===== src/hw/rtl/fpdk_pkg.sv =====
// ---------------------------------------------------------------------------
// Frame pacing deadline keeper: package
// Field widths, register defaults, codes and the sequencer state type.
// ---------------------------------------------------------------------------
package fpdk_pkg;

   localparam int TIME_W  = 48;
   localparam int CAD_W   = 20;
   localparam int STALE_W = 8;
   localparam int CNT_W   = 32;
   localparam int PROD_W  = CAD_W + STALE_W;
   localparam int ADDR_W  = 4;
   localparam int DATA_W  = 32;

   localparam logic [CAD_W-1:0]   CAD_LOW     = 20'd1000;
   localparam logic [CAD_W-1:0]   CAD_HIGH    = 20'd1000000;
   localparam logic [CAD_W-1:0]   CAD_RESET   = 20'd16667;
   localparam logic [STALE_W-1:0] STALE_RESET = 8'd4;

   localparam logic OP_TICK = 1'b0;
   localparam logic OP_REQ  = 1'b1;

   localparam logic [1:0] REG_CADENCE = 2'd0;
   localparam logic [1:0] REG_STALE   = 2'd1;
   localparam logic [1:0] REG_PAUSED  = 2'd2;

   typedef enum logic [3:0] {
      S_IDLE,
      S_LOAD,
      S_FRESH,
      S_BOUND,
      S_ANCHOR,
      S_CHECK,
      S_DIV,
      S_STEP,
      S_STORE,
      S_DONE
   } fpdk_state_type;

endpackage


===== src/hw/rtl/frame_pacing_deadline_keeper.sv =====
// ---------------------------------------------------------------------------
// Frame pacing deadline keeper
// Counts vertical-blank ticks and paces engine requests against per-engine
// deadlines that follow the frame cadence.
//
//   channel | direction | handshake          | payload
//   req     | in        | req_valid/stall    | op, time_us, engine
//   rsp     | out       | rsp_valid/stall    | must_wait, deadline_usec, tick_total
//   csr     | in        | psel/penable/pready| paddr, pwdata, prdata
//
// One transaction at a time. A tick goes straight to the result; a request
// skips the division when the deadline already lies past now, else the serial
// remainder unit walks the 48-bit time gap one bit per cycle.
// Reset is synchronous; it clears the tick history, counter and deadlines.
// The result register lets a new transaction in while its result waits.
// ---------------------------------------------------------------------------
module frame_pacing_deadline_keeper
   import fpdk_pkg::*;
#(
   parameter int ENGINE_COUNT = 4
) (
   input  logic               clock,
   input  logic               reset,
   input  logic               req_valid,
   output logic               req_stall,
   input  logic               req_op,
   input  logic [TIME_W-1:0]  req_time_us,
   input  logic [3:0]         req_engine,
   output logic               rsp_valid,
   input  logic               rsp_stall,
   output logic               rsp_must_wait,
   output logic [TIME_W-1:0]  rsp_deadline_usec,
   output logic [CNT_W-1:0]   rsp_tick_total,
   input  logic               psel,
   input  logic               penable,
   input  logic               pwrite,
   input  logic [ADDR_W-1:0]  paddr,
   input  logic [DATA_W-1:0]  pwdata,
   output logic [DATA_W-1:0]  prdata,
   output logic               pready
);

   localparam int ENG_W = (ENGINE_COUNT > 1) ? $clog2(ENGINE_COUNT) : 1;

   function automatic logic [TIME_W-1:0] sat_add(input logic [TIME_W-1:0] a,
                                                 input logic [TIME_W-1:0] b);
      logic [TIME_W:0] s;
      s = {1'b0, a} + {1'b0, b};
      return s[TIME_W] ? '1 : s[TIME_W-1:0];
   endfunction

   fpdk_state_type state_ff, state_in;

   logic [CAD_W-1:0]   cad_ff, cad_in;
   logic [STALE_W-1:0] stale_ff, stale_in;
   logic               paused_ff, paused_in;

   logic [TIME_W-1:0]  last_ff, last_in;
   logic [CNT_W-1:0]   count_ff, count_in;
   logic [TIME_W-1:0]  dl_mem_ff [ENGINE_COUNT];
   logic [TIME_W-1:0]  dl_mem_in [ENGINE_COUNT];

   logic [TIME_W-1:0]  now_ff, now_in;
   logic [ENG_W-1:0]   eng_ff, eng_in;
   logic [TIME_W-1:0]  dl_ff, dl_in;
   logic [PROD_W-1:0]  prod_ff, prod_in;
   logic               fresh_ff, fresh_in;
   logic [TIME_W-1:0]  fb_ff, fb_in;
   logic [TIME_W-1:0]  anchor_ff, anchor_in;
   logic [TIME_W-1:0]  bound_ff, bound_in;
   logic               wait_ff, wait_in;

   logic               res_wait_ff, res_wait_in;
   logic [TIME_W-1:0]  res_dl_ff, res_dl_in;
   logic [CNT_W-1:0]   res_tick_ff, res_tick_in;

   logic               rsp_valid_ff, rsp_valid_in;
   logic               rsp_wait_ff, rsp_wait_in;
   logic [TIME_W-1:0]  rsp_dl_ff, rsp_dl_in;
   logic [CNT_W-1:0]   rsp_tick_ff, rsp_tick_in;

   logic [CAD_W-1:0]   cad_eff;
   logic [STALE_W-1:0] stale_eff;
   logic [TIME_W-1:0]  cad_t;
   logic               cfg_wr;
   logic               out_free;
   logic               out_load;
   logic               req_take;
   logic               dl_past;
   logic               mod_start;
   logic               mod_done;
   logic [CAD_W-1:0]   mod_rem;

   assign cad_eff   = (cad_ff < CAD_LOW) ? CAD_LOW : ((cad_ff > CAD_HIGH) ? CAD_HIGH : cad_ff);
   assign stale_eff = (stale_ff == '0) ? STALE_W'(1) : stale_ff;
   assign cad_t     = TIME_W'(cad_eff);
   assign dl_past   = dl_ff > now_ff;
   assign out_free  = !rsp_valid_ff || !rsp_stall;
   assign cfg_wr    = psel && penable && pwrite && pready;
   assign pready    = 1'b1;

   // configuration registers
   always_comb begin
      cad_in    = cad_ff;
      stale_in  = stale_ff;
      paused_in = paused_ff;
      if (cfg_wr) begin
         unique case (paddr[ADDR_W-1:2])
            REG_CADENCE: cad_in    = pwdata[CAD_W-1:0];
            REG_STALE:   stale_in  = pwdata[STALE_W-1:0];
            REG_PAUSED:  paused_in = pwdata[0];
            default: ;
         endcase
      end
   end

   always_comb begin
      unique case (paddr[ADDR_W-1:2])
         REG_CADENCE: prdata = DATA_W'(cad_ff);
         REG_STALE:   prdata = DATA_W'(stale_ff);
         REG_PAUSED:  prdata = DATA_W'(paused_ff);
         default:     prdata = '0;
      endcase
   end

   // next state
   always_comb begin
      state_in = state_ff;
      unique case (state_ff)
         S_IDLE:   if (req_valid) begin
                      state_in = (req_op == OP_TICK) ? S_DONE : S_LOAD;
                   end
         S_LOAD:   state_in = S_FRESH;
         S_FRESH:  state_in = S_BOUND;
         S_BOUND:  state_in = S_ANCHOR;
         S_ANCHOR: state_in = S_CHECK;
         S_CHECK:  state_in = dl_past ? S_STORE : S_DIV;
         S_DIV:    if (mod_done) begin
                      state_in = S_STEP;
                   end
         S_STEP:   state_in = S_STORE;
         S_STORE:  state_in = S_DONE;
         S_DONE:   if (out_free) begin
                      state_in = S_IDLE;
                   end
         default:  state_in = S_IDLE;
      endcase
   end

   // sequencer outputs
   always_comb begin
      req_stall = (state_ff != S_IDLE);
      req_take  = (state_ff == S_IDLE) && req_valid;
      mod_start = (state_ff == S_CHECK) && !dl_past;
      out_load  = (state_ff == S_DONE) && out_free;
   end

   // datapath
   always_comb begin
      last_in     = last_ff;
      count_in    = count_ff;
      dl_mem_in   = dl_mem_ff;
      now_in      = now_ff;
      eng_in      = eng_ff;
      dl_in       = dl_ff;
      prod_in     = prod_ff;
      fresh_in    = fresh_ff;
      fb_in       = fb_ff;
      anchor_in   = anchor_ff;
      bound_in    = bound_ff;
      wait_in     = wait_ff;
      res_wait_in = res_wait_ff;
      res_dl_in   = res_dl_ff;
      res_tick_in = res_tick_ff;

      unique case (state_ff)
         S_IDLE: begin
            if (req_take) begin
               now_in = req_time_us;
               eng_in = ({28'd0, req_engine} < ENGINE_COUNT) ? ENG_W'(req_engine) : '0;
               if (req_op == OP_TICK) begin
                  res_wait_in = 1'b0;
                  res_dl_in   = '0;
                  if (paused_ff) begin
                     res_tick_in = count_ff;
                  end else begin
                     count_in    = count_ff + 1'b1;
                     last_in     = req_time_us;
                     res_tick_in = count_ff + 1'b1;
                  end
               end
            end
         end
         S_LOAD: begin
            dl_in   = dl_mem_ff[eng_ff];
            prod_in = {{STALE_W{1'b0}}, cad_eff} * {{CAD_W{1'b0}}, stale_eff};
         end
         S_FRESH: begin
            fresh_in  = (last_ff != '0) && (now_ff <= sat_add(last_ff, TIME_W'(prod_ff)));
            fb_in     = sat_add(now_ff, cad_t);
            anchor_in = sat_add(last_ff, cad_t);
         end
         S_BOUND: begin
            bound_in = fresh_ff ? sat_add(last_ff, {cad_t[TIME_W-2:0], 1'b0})
                                : sat_add(fb_ff, cad_t);
         end
         S_ANCHOR: begin
            if (!fresh_ff) begin
               if (dl_ff == '0 || dl_ff <= now_ff || dl_ff > bound_ff) begin
                  dl_in = fb_ff;
               end
            end else if (dl_ff == '0 || dl_ff > bound_ff) begin
               dl_in = anchor_ff;
            end
         end
         S_CHECK: begin
            wait_in = !(fresh_ff && dl_ff <= now_ff);
         end
         S_DIV: ;
         S_STEP: begin
            // now - rem + cadence is the first cadence step past now
            dl_in = sat_add(now_ff, TIME_W'(cad_eff - mod_rem));
         end
         S_STORE: begin
            dl_mem_in[eng_ff] = wait_ff ? sat_add(dl_ff, cad_t) : dl_ff;
            res_wait_in = wait_ff;
            res_dl_in   = dl_ff;
            res_tick_in = count_ff;
         end
         S_DONE: ;
         default: ;
      endcase
   end

   // result register
   always_comb begin
      rsp_valid_in = rsp_valid_ff;
      rsp_wait_in  = rsp_wait_ff;
      rsp_dl_in    = rsp_dl_ff;
      rsp_tick_in  = rsp_tick_ff;
      if (out_load) begin
         rsp_valid_in = 1'b1;
         rsp_wait_in  = res_wait_ff;
         rsp_dl_in    = res_dl_ff;
         rsp_tick_in  = res_tick_ff;
      end else if (!rsp_stall) begin
         rsp_valid_in = 1'b0;
      end
   end

   always_ff @(posedge clock) begin
      if (reset) begin
         state_ff     <= S_IDLE;
         cad_ff       <= CAD_RESET;
         stale_ff     <= STALE_RESET;
         paused_ff    <= 1'b0;
         last_ff      <= '0;
         count_ff     <= '0;
         rsp_valid_ff <= 1'b0;
         for (int i = 0; i < ENGINE_COUNT; i++) begin
            dl_mem_ff[i] <= '0;
         end
      end else begin
         state_ff     <= state_in;
         cad_ff       <= cad_in;
         stale_ff     <= stale_in;
         paused_ff    <= paused_in;
         last_ff      <= last_in;
         count_ff     <= count_in;
         rsp_valid_ff <= rsp_valid_in;
         dl_mem_ff    <= dl_mem_in;
      end
      now_ff      <= now_in;
      eng_ff      <= eng_in;
      dl_ff       <= dl_in;
      prod_ff     <= prod_in;
      fresh_ff    <= fresh_in;
      fb_ff       <= fb_in;
      anchor_ff   <= anchor_in;
      bound_ff    <= bound_in;
      wait_ff     <= wait_in;
      res_wait_ff <= res_wait_in;
      res_dl_ff   <= res_dl_in;
      res_tick_ff <= res_tick_in;
      rsp_wait_ff <= rsp_wait_in;
      rsp_dl_ff   <= rsp_dl_in;
      rsp_tick_ff <= rsp_tick_in;
   end

   fpdk_mod u_mod (
      .clock     (clock),
      .reset     (reset),
      .start     (mod_start),
      .dividend  (now_ff - dl_ff),
      .divisor   (cad_eff),
      .done      (mod_done),
      .remainder (mod_rem)
   );

   assign rsp_valid         = rsp_valid_ff;
   assign rsp_must_wait     = rsp_wait_ff;
   assign rsp_deadline_usec = rsp_dl_ff;
   assign rsp_tick_total    = rsp_tick_ff;

endmodule


===== src/hw/rtl/fpdk_mod.sv =====
// ---------------------------------------------------------------------------
// Frame pacing deadline keeper: serial remainder unit
// Restoring division, one dividend bit per cycle; yields the remainder only.
// ---------------------------------------------------------------------------
module fpdk_mod
   import fpdk_pkg::*;
(
   input  logic              clock,
   input  logic              reset,
   input  logic              start,
   input  logic [TIME_W-1:0] dividend,
   input  logic [CAD_W-1:0]  divisor,
   output logic              done,
   output logic [CAD_W-1:0]  remainder
);

   localparam int BIT_W = $clog2(TIME_W);

   logic [TIME_W-1:0] shift_ff, shift_in;
   logic [CAD_W-1:0]  rem_ff, rem_in;
   logic [BIT_W-1:0]  bit_ff, bit_in;
   logic              busy_ff, busy_in;
   logic              done_ff, done_in;
   logic [CAD_W:0]    trial;

   always_comb begin
      shift_in = shift_ff;
      rem_in   = rem_ff;
      bit_in   = bit_ff;
      busy_in  = busy_ff;
      done_in  = 1'b0;
      trial    = {rem_ff, shift_ff[TIME_W-1]};
      if (start) begin
         shift_in = dividend;
         rem_in   = '0;
         bit_in   = BIT_W'(TIME_W - 1);
         busy_in  = 1'b1;
      end else if (busy_ff) begin
         shift_in = {shift_ff[TIME_W-2:0], 1'b0};
         if (trial >= {1'b0, divisor}) begin
            rem_in = CAD_W'(trial - {1'b0, divisor});
         end else begin
            rem_in = trial[CAD_W-1:0];
         end
         bit_in = bit_ff - 1'b1;
         if (bit_ff == '0) begin
            busy_in = 1'b0;
            done_in = 1'b1;
         end
      end
   end

   always_ff @(posedge clock) begin
      if (reset) begin
         busy_ff <= 1'b0;
         done_ff <= 1'b0;
      end else begin
         busy_ff <= busy_in;
         done_ff <= done_in;
      end
      shift_ff <= shift_in;
      rem_ff   <= rem_in;
      bit_ff   <= bit_in;
   end

   assign done      = done_ff;
   assign remainder = rem_ff;

endmodule


===== config.mk =====
export PLATFORM = sky130hd
export DESIGN_NAME = frame_pacing_deadline_keeper
export DESIGN_NICKNAME = d
export VERILOG_FILES = /design/src/hw/rtl/fpdk_pkg.sv /design/src/hw/rtl/frame_pacing_deadline_keeper.sv /design/src/hw/rtl/fpdk_mod.sv
export SDC_FILE = /design/constraint.sdc
export NUM_CORES = 2
export LEC_CHECK = 0
export BUFFER_PORTS_ARGS = -buffer_cell sky130_fd_sc_hd__buf_2
export CORE_UTILIZATION = 41
export DETAILED_ROUTE_END_ITERATION = 7
export PLACE_DENSITY = 0.54
export REMOVE_ABC_BUFFERS = 1
export SLEW_MARGIN = 15
export SYNTH_ARGS = -nofsm -noshare
export SYNTH_HDL_FRONTEND = slang
export SYNTH_SLANG_ARGS = --single-unit

===== constraint.sdc =====
create_clock -name clock -period 11.2 [get_ports clock]
set_input_delay 2.24 -clock clock [delete_from_list [all_inputs] [get_ports clock]]
set_output_delay 2.24 -clock clock [all_outputs]
set_load 0.03 [all_outputs]

==> impl_metrics.yaml <==
global_route:
  grt_pass1_wl_um: 265800
  antenna_found_initial: 7
  grt_pass1_vias: 43350
  grt_max_degree: 194
  grt-ovfl-total: 0
  track_usage: 0.2541
synth:
  synth-edff-count: 482
  synth_warnings: 0
  yosys_register_bits: 816
  ys_top_cells_by_area: "edfxtp_1, dfxtp_1, ha_1, nand2_1, fa_1"
  synth_top_area_cell: "edfxtp_1"
  synth_cells: 5972
  yosysTopAreaCellShare: 0.2595
  synth.distinct_cells: 119
  synth-seq-area-share: 0.3794
  synth_async_sr_flop_share: 0
  synth_ff_type: "edfxtp_1"
  avgSynthCellArea_sq_um: 9.340
  netlist_area_sq_um: 55780
detailed_routing:
  drtAntennaViolNets: 0
  vias_per_cell: 5.692
  wl_per_cell_um: 22.29
  first_iter_violations: 3579
  drc: 0
  wl_um: 175800
  via_count: 44890
  dr.pass1.iters: 6
min_path:
  hp-start: "res_tick_ff[18]$_DFFE_PP_"
  min_path_cells: 0
  min_to: "rsp_tick_total[18]$_DFFE_PP_"
  hp-class: "reg -> reg"
worst_setup_path:
  timing.rr.start: "cad_ff[15]$_SDFFE_PP0P_"
  cp_top_family: "compound AO/OA/AOI/OAI gates"
  r2r-end: "dl_ff[8]$_DFFE_PP_"
  worst-path-buf-inv: 4
  cp_max_fo: 47
  cp_num_cells: 30
  end_kind: "flop"
  critPathLaunchType: "flop"
  cp.required_ns: 11.74
  crit_arrival_ns: 9.65
  slowest_stage: "nor4_1"
  ff2ff_setup_slack_ns: 2.10
  critPathMaxStageDelay_ns: 0.59
  r2r_cells: 30
  crit_type: "reg -> reg"
floorplan:
  fp.dieArea_sq_um: 137500
  num_rows: 134
  start_util: 0.4153
  ioPinCount: 212
  coreArea_sq_um: 134300
  die_w_um: 370.8
  die_h_um: 370.8
timing:
  period_share: 0.8129
  finalSetupTns_ns: 0
  max_freq_ghz: 0.1098
  rsz0062_at_grt: "false"
  fin_skew_ns: 0.04144
  maxSlewViolCount: 0
  slew_headroom: 0.2954
  timing_hold_violations_final: 0
  worst_pin_slew_ns: 1.055
  min_period_ns: 9.104
  setup_viol: 0
clock_tree:
  cts_hold_buf: 0
  cts_resized: 0
  cts_sinks: 816
  cts.path.max_buffers: 3
  cts_setup_buffers: 0
  htreeDepth: 3
  cts_buffers: 94
  clk_pin_slew_ns: 0.06
  clock_latency_ns: 0.73
  cts_tree: "done"
  cts_root_buf: "clkbuf_16"
run:
  max-cap-violations: 0
placement:
  dp_hpwl_um: 135800
  port_buffers: 184
  dpl.cell_count: 7706
  place_congestion: 0.9384
layout:
  area_growth_syn_to_layout_pct: 10.56
  num-nets-final: 6653
  drive_gt1_frac: 0.09697
  stdcell_count: 7887
power:
  p_leak_nw: 24.72
  powerDensity_nw_per_um2: 155.0
  ir_worst_vdd_mv: 0.1032
  total_power_mw: 9.559
status:
  status: "complete, no violations"
## per-stage QoR
stage                     utilization  setup WS (ns)  instance area (sq um)  hold WS [ns]
after floorplan                     -          2.627                  54540        0.4003
after global placement         0.4348          2.305                  58390        0.4013
after detailed placement       0.4348          2.218                  58390        0.4045
after CTS                      0.4591          2.193                  61660        0.4086
after global routing           0.4591          1.502                  61660        0.4135
final                          0.4592          2.096                  61670        0.4065
## where the power goes
group	switching (mW)	leakage [nW]	internal [mW]
sequential	0.258	7.19	3.44
clock	1.35	1.61	1.87
combinational	1.62	15.9	1.02
total	3.23	24.7	6.33
## sequential cells by signal, summed over array words and instances, names as in the netlist, 32 cells and up
| name | cells |
|---|---|
| res_dl_ff | 48 |
| dl_ff | 48 |
| u_mod.shift_ff | 48 |
| rsp_tick_total | 32 |
| anchor_ff | 48 |
| fb_ff | 48 |
| rsp_deadline_usec | 48 |
| count_ff | 32 |
| last_ff | 48 |
| dl_mem_ff | 192 |
| res_tick_ff | 32 |
| bound_ff | 48 |
| now_ff | 48 |
## layer usage
layer | vias to the layer above | global-route usage | share of wire
met4 | 2 | 0.09030 | 0.033
met2 | 1354 | 0.3905 | 0.43
met5 | - | 0 | 0.000057
met3 | 249 | 0.03278 | 0.061
li1 | 21730 | - | -
met1 | 21560 | 0.3644 | 0.47
## cells in the mapped netlist (all sizes together) (10+ instances only)
library cell  number
nor3             109
nor2b             54
and3              85
nand3            134
fa               112
or3               41
a21oi            380
nand2b            70
a211oi           179
dfxtp            334
a22oi             40
mux4              48
o31ai             27
nand4             92
nand3b            30
o31a              12
and2              95
or2               11
ha               411
o221ai            10
and4              16
edfxtp           482
o21bai            33
nor2             532
a21o             157
nor4              53
o22ai             30
o21a              52
nor3b             17
xor2             169
mux2              11
a21boi            16
inv              337
a2111oi           19
o211ai            53
clkbuf           239
o21ai            286
buf               66
mux2i             80
a211o             18
nand2            643
xnor2            205
a31oi             65
## layout make-up
cell class,instances,area (sq um)
inverters,338,1269
flip-flops and latches,816,21160
repair buffers,260,1514
fillers,12940,72620
multi-input cells,4524,32240
diodes,4,10.01
well taps,1768,2212
clock inverters,42,470.5
clock buffers,135,2798
## cells in the final DEF (no fill, tap or decap), types with 25 or more instances in the layout
cell type  count
mux4_2        48
a211oi_1     167
dfxtp_1      334
o22ai_1       29
clkbuf_16    101
o31ai_1       25
a21oi_1      376
nand2_1      638
nand3b_1      30
xnor2_1      205
nand2b_1      69
ha_1         411
fa_1         112
nor2b_1       54
nand4_1       92
a21o_1       156
o21ai_0      278
nand3_1      134
xor2_1       169
o21bai_1      33
or3_1         41
a31oi_1       60
buf_4         75
and3_1        83
edfxtp_1     482
nor3_1        99
o21a_1        51
buf_2        183
o211ai_1      53
and2_1        92
nor4_1        51
nor2_1       523
inv_1        337
mux2i_1       80
## worst max path at each step
stage	from	end	slack (ns)
floorplan	req_valid	res_dl_ff[0]$_SDFFCE_PN0P_	2.63
global placement	cad_ff[15]$_SDFFE_PP0P_	dl_ff[3]$_DFFE_PP_	2.30
detailed placement	cad_ff[15]$_SDFFE_PP0P_	dl_ff[20]$_DFFE_PP_	2.22
CTS	cad_ff[15]$_SDFFE_PP0P_	dl_ff[20]$_DFFE_PP_	2.19
global route	cad_ff[11]$_SDFFE_PP0P_	dl_ff[9]$_DFFE_PP_	1.50
finish	cad_ff[15]$_SDFFE_PP0P_	dl_ff[8]$_DFFE_PP_	2.10
## cells by family (layout without fill, tap and decap cells)
kind of cell | after synthesis | count (layout) | synth area share
other | 2 | 17 | 0.0001346
adders and majority gates | 524 | 524 | 0.1326
muxes | 139 | 139 | 0.03596
DFF | 816 | 816 | 0.3794
buffers and inverters | 643 | 775 | 0.04567
AOI/OAI and AO/OA | 1470 | 1470 | 0.1766
xor gates and xnor gates | 374 | 374 | 0.05872
and+or+nand+nor | 2004 | 2004 | 0.1710
(Power assumes the default switching activity.)
